File: src/sv/srp_pkg.sv
// Shared constants, types and a helper function of the sample region player.
package srp_pkg;

    localparam int SAMPLE_DEPTH = 65536;
    localparam int SAMPLE_BITS  = 16;

    localparam int AW         = $clog2(SAMPLE_DEPTH);
    localparam int EL_W       = $clog2(SAMPLE_DEPTH + 1);
    localparam int POS_W      = 40;
    localparam int POS_FRAC   = 16;
    localparam int IDX_W      = POS_W - POS_FRAC;
    localparam int MIX_W      = 24;
    localparam int CFG_IDX_W  = 3;
    localparam int CFG_DATA_W = 24;

    localparam logic [1:0] MODE_LOAD    = 2'd0;
    localparam logic [1:0] MODE_TRIGGER = 2'd1;
    localparam logic [1:0] MODE_STOP    = 2'd2;
    localparam logic [1:0] MODE_TICK    = 2'd3;

    localparam logic [CFG_IDX_W-1:0] CFG_SAMPLE_LENGTH  = 3'd0;
    localparam logic [CFG_IDX_W-1:0] CFG_START_FRACTION = 3'd1;
    localparam logic [CFG_IDX_W-1:0] CFG_END_FRACTION   = 3'd2;
    localparam logic [CFG_IDX_W-1:0] CFG_PITCH_RATE     = 3'd3;
    localparam logic [CFG_IDX_W-1:0] CFG_VOLUME         = 3'd4;
    localparam logic [CFG_IDX_W-1:0] CFG_PAN_LEFT_GAIN  = 3'd5;
    localparam logic [CFG_IDX_W-1:0] CFG_PAN_RIGHT_GAIN = 3'd6;
    localparam logic [CFG_IDX_W-1:0] CFG_LOOP_ENABLE    = 3'd7;

    localparam logic [16:0] RST_SAMPLE_LENGTH  = 17'd0;
    localparam logic [15:0] RST_START_FRACTION = 16'd0;
    localparam logic [16:0] RST_END_FRACTION   = 17'd65536;
    localparam logic [23:0] RST_PITCH_RATE     = 24'd65536;
    localparam logic [15:0] RST_VOLUME         = 16'd32768;
    localparam logic [15:0] RST_PAN_GAIN       = 16'd23170;

    localparam logic signed [MIX_W-1:0] OUT_MAX = 24'sh7FFFFF;
    localparam logic signed [MIX_W-1:0] OUT_MIN = 24'sh800000;

    typedef logic signed [MIX_W-1:0]       t_mix;
    typedef logic signed [SAMPLE_BITS-1:0] t_sample;

    typedef struct packed {
        logic st1;
        logic st2;
    } t_mix_ctl;

    function automatic t_sample to_store(input logic signed [15:0] v);
        logic signed [39:0] w;
        w = 40'(v);
        w = w <<< SAMPLE_BITS;
        return SAMPLE_BITS'(w >>> 16);
    endfunction

endpackage

File: src/sv/srp_mix.sv
// One channel of the voice datapath: two multiply stages, rounding and saturating mix.
module srp_mix (
    input  logic                             i_clk,
    input  srp_pkg::t_mix_ctl                i_ctl,
    input  logic signed [srp_pkg::SAMPLE_BITS-1:0] i_sample,
    input  logic [15:0]                      i_volume,
    input  logic [15:0]                      i_gain,
    input  logic signed [srp_pkg::MIX_W-1:0] i_mix,
    output logic signed [srp_pkg::MIX_W-1:0] o_result
);
    import srp_pkg::*;

    localparam int P1_W = SAMPLE_BITS + 17;
    localparam int P2_W = P1_W + 17;
    localparam int SH   = SAMPLE_BITS + 6;
    localparam int C_W  = P2_W + 1 - SH;
    localparam logic signed [P2_W:0] RND = (P2_W + 1)'(1) <<< (SH - 1);

    logic signed [P1_W-1:0] r_p1;
    logic signed [P2_W-1:0] r_p2;
    logic signed [P2_W:0]   w_round;
    logic signed [C_W-1:0]  w_c;
    logic signed [C_W:0]    w_sum;
    logic [C_W-MIX_W+1:0]   w_top;

    always_ff @(posedge i_clk) begin
        if (i_ctl.st1) begin
            r_p1 <= P1_W'(i_sample * $signed({1'b0, i_volume}));
        end
        if (i_ctl.st2) begin
            r_p2 <= P2_W'(r_p1 * $signed({1'b0, i_gain}));
        end
    end

    always_comb begin
        w_round = (P2_W + 1)'(r_p2) + RND;
        w_c     = $signed(w_round[P2_W:SH]);
        w_sum   = (C_W + 1)'(i_mix) + (C_W + 1)'(w_c);
        w_top   = w_sum[C_W:MIX_W-1];
        if ((&w_top) || !(|w_top)) begin
            o_result = w_sum[MIX_W-1:0];
        end else if (w_sum[C_W]) begin
            o_result = OUT_MIN;
        end else begin
            o_result = OUT_MAX;
        end
    end
endmodule

File: config.mk
export PLATFORM = sky130hd
export DESIGN_NAME = srp_mix
export DESIGN_NICKNAME = d
export VERILOG_FILES = /design/src/sv/srp_pkg.sv /design/src/sv/srp_mix.sv
export SDC_FILE = /design/constraint.sdc
export NUM_CORES = 2
export LEC_CHECK = 0
export ABC_AREA = 1
export BUFFER_PORTS_ARGS = -buffer_cell sky130_fd_sc_hd__buf_2
export CORE_ASPECT_RATIO = 0.5
export CORE_MARGIN = 1
export CORE_UTILIZATION = 55
export CTS_CLUSTER_SIZE = 16
export DETAILED_ROUTE_END_ITERATION = 6
export HOLD_SLACK_MARGIN = 0.05
export PLACE_DENSITY = 0.84
export SLEW_MARGIN = 20
export SYNTH_ARGS = -nofsm -noshare
export SYNTH_HDL_FRONTEND = slang
export SYNTH_SLANG_ARGS = --single-unit
File: constraint.sdc
create_clock -name i_clk -period 8.9 [get_ports i_clk]
set_input_delay 1.78 -clock i_clk [delete_from_list [all_inputs] [get_ports i_clk]]
set_output_delay 1.78 -clock i_clk [all_outputs]
set_load 0.005 [all_outputs]
* Word-level counts from Yosys, hierarchy flattened
Cells that the tools add are included. Widths: inputs -> output; s select.
Word-level totals: register bits 83, output and inout bits 24, word-level logic and storage cells 12
Cells by class: add/subtract/negate cells 2, multipliers 2, muxes and demuxes 2, reduce and logical (&&, ||, !) cells 4
Operators with widths (number):
- $add 50x23->51 const B | 1
- $mul 33x17->50 | 1
- $mux 24 | 2
- $mul 16x17->33 | 1
- $add 24x29->30 | 1
- $reduce_and 7->1 | 1
- $reduce_or 7->1 | 1
- $logic_not 1->1 | 1
- $logic_or 1x1->1 | 1

* Depth between registers and ports, before layout
depth after elaboration 6, depth in mapped cells 30, mapped depth without buffers 29

* Worst setup path before layout
No wires, ideal clock.
path type input -> register, start in i_gain[6], end reg r_p2[45], data pin, library setup time 261 ps, data arrival time 6897 ps, required time 8639 ps, path slack 1742 ps, cell stages on the path 20, buffers on the path 2, cell sequence clkbuf_1 -> clkbuf_1 -> nand2_1 -> fa_1 -> inv_1 -> fa_1 -> fa_1 -> fa_1 -> fa_1 -> inv_1 -> fa_1 -> inv_1 -> ha_1 -> nand2_1 -> nor2_1 -> inv_1 -> nor4_1 -> nand3_1 -> nand3_1 -> xor2_1
Between the ends: cells in the longest elaborated chain, start to end 1
Ends and longest elaborated chain:
- start: declaration | RTL line srp_mix.sv:7 | input logic [15:0] i_gain,
- $mul 33x17->50 | RTL line srp_mix.sv:31 | r_p2 <= P2_W'(r_p1 * $signed({1'b0, i_gain}));
- end signal: assignment | RTL line srp_mix.sv:31
- end: declaration | RTL line srp_mix.sv:20 | logic signed [P2_W-1:0] r_p2;
No other way between the ends. A chain may end at the register's enable or synchronous reset.

* Final worst setup path
start in i_gain[3], end reg r_p2[45], data pin
Same word-level chain as after synthesis.

==> results.yml <==
global_routing:
  grt_max_degree: 34
  grt-ovfl-total: 0
  grt_pass1_wl_um: 141000
  grt_pass1_vias: 29200
  grt_use_total_pct: 28.7
  antenna_found_initial: 0
clock_network:
  clkTransAtPathRegs_ns: 0.06
  cts_buffers: 9
  cts_root_buf: "clkbuf_16"
  cts_sinks: 62
  cts_hold_buf: 0
  clk_latency_ns: 0.35
  h-tree-depth: 3
  cts_tree: "built"
  ctsResizeCount: 0
  clk_path_buf_depth: 2
  post_cts_buffers: 0
placed_design:
  place.gp.congestion: 0.986
  hpwlAfterDp_um: 69300
  port_buffers: 98
timing:
  worstMarginPinSlew_ns: 0.995
  setup_tns_ns: 0
  maxSlewViolCount: 0
  rsz0062_at_grt: "no"
  finalSetupViolCount: 0
  min_period_over_period_pct: 86.6
  period_needed_ns: 7.70
  final.setup_skew_ns: 0.00833
  slew_headroom_pct: 33.6
  timing.fmax_ghz: 0.130
  hold_viol: 0
yosys:
  yosys.cell_count.top_type: "inv_1"
  syn_area_per_cell_um2: 7.54
  synth_cells: 4422
  ys_types: 39
  synth.top_cell.area_share_pct: 41.8
  synthesis.area_um2: 33300
  synthFlopType: "edfxtp_1"
  synthTopCellsByCount: "inv_1 (1343), nand2_1 (1197), fa_1 (696)"
  ys_ff_latch: 62
  ys_seq_area_share_pct: 5.58
  syn_nets: 5462
  yosysWarnings: 0
  yosysTopAreaCell: "fa_1"
  synthTopCellsByArea: "fa_1 (42%), inv_1 (15%), nand2_1 (13%)"
  synth_edf_count: 62
  async_flop_share_pct: 0
layout:
  nets: 5392
  drive_gt1_share_pct: 4.27
  nFillCells: 5170
  area_growth_pct: 3.38
  antenna-diode-count: 0
hold_path:
  hp-class: "reg -> reg"
  hold_depth: 7
job:
  drv_cap: 0
setup_path:
  worst-setup-path-type: "in -> reg"
  worstSetupEndpointType: "flop"
  r2r_cells: 18
  crit_required_ns: 9.00
  critPathLaunchType: "input pin"
  path_max_fanout: 33
  cp_data_arrival_time_ns: 7.81
die:
  core_area_um2: 59600
  die_h_um: 176
  die_w_um: 350
  start_util_pct: 56.0
  ioPinCount: 99
  die_area_um2: 61700
  rows: 63
routing:
  vias_per_cell: 5.26
  first_iter_violations: 2526
  first_pass_iters: 6
  num_vias: 27200
  routedWlPerCell_um: 16.3
  drcViolationCount: 0
  final_antenna_net_count: 0
  routed_wl_um: 84400
status:
  outcome: "finished clean"
path summary, 6_finish.rpt:
check              to  startpoint  slack [ns]
max          r_p2[45]   i_gain[3]        1.20
min          r_p2[49]    r_p1[32]        1.88
min reg2reg  r_p2[49]    r_p1[32]        1.88
max reg2reg  r_p2[45]    r_p1[32]        2.40
metrics by stage:
| stage | instance area [um^2] | hold WS [ns] | util (%) | instances | worst slack, ns |
|---|---|---|---|---|---|
| finish | 34500 | 1.88 | 57.8 | 5169 | 1.20 |
| global route | 34500 | 1.98 | 57.8 | 5169 | 0.860 |
| CTS | 34500 | 1.89 | 57.8 | 5169 | 1.27 |
| detailed placement | 34200 | 1.87 | 57.3 | 5153 | 0.898 |
| global placement | 34200 | 1.82 | 57.3 | 5153 | 1.08 |
| floorplan | 33300 | 1.34 | - | 4422 | 1.74 |
registers in the layout (all words and copies together), names as in the netlist:
name / cells
r_p1: 33
r_p2: 29
layout by cell type, fill, tap and decap left out, drive strengths merged, types with 51 or more instances in the layout:
cell type and count:
inv 1347, nand2 1229, fa 696, ha 269
nor2 158, a21oi 110, buf 104, xor2 77
nand3 74, edfxtp 62, o21ai 51
cells by family after synthesis:
| family | after synthesis | share of synthesized area, % |
|---|---|---|
| AND/OR/NAND/NOR | 1521 | 18.3 |
| buffers and inverters | 1532 | 17.4 |
| adder cells (fa/ha/maj) | 965 | 51.9 |
| flip-flops | 62 | 5.58 |
| AO/OA/AOI/OAI | 231 | 3.97 |
| XOR/XNOR | 111 | 2.92 |
worst max-delay path: stages:
cell     delay [ns]
buf_2          0.56
nand2_1        0.20
inv_1          0.14
fa_1           0.58
fa_1           0.89
fa_1           0.53
fa_1           0.52
fa_1           0.50
inv_1          0.05
fa_1           0.48
inv_1          0.05
ha_1           0.36
nand2_1        0.11
nor2_1         0.17
inv_1          0.10
nor4_1         0.41
nand3_1        0.13
nand3_1        0.15
xor2_1         0.07
final cells by class:
type	count	area [um^2]	area share [%]
clock buffers	11	233	0.675
inverters	1347	5060	14.7
repair buffers	104	536	1.55
multi-input cells	2828	25700	74.5
flip-flops and latches	62	1860	5.40
well taps	812	1020	2.95
clock inverters	5	73.8	0.214
per-layer routing:
| metal | part of all wire (%) | vias up | track usage [%] | wire length [um] |
|---|---|---|---|---|
| met1 | 39 | 13200 | 36.5 | 33300 |
| met2 | 47 | 1353 | 48.7 | 39700 |
| li1 | - | 12400 | - | - |
| met3 | 10 | 244 | 6.60 | 8720 |
| met5 | 0 | - | 0 | 0 |
| met4 | 3.2 | 0 | 8.81 | 2670 |
Power is not shown: default switching activity piles up to over one toggle a cycle in this logic, so the estimate is an artifact.
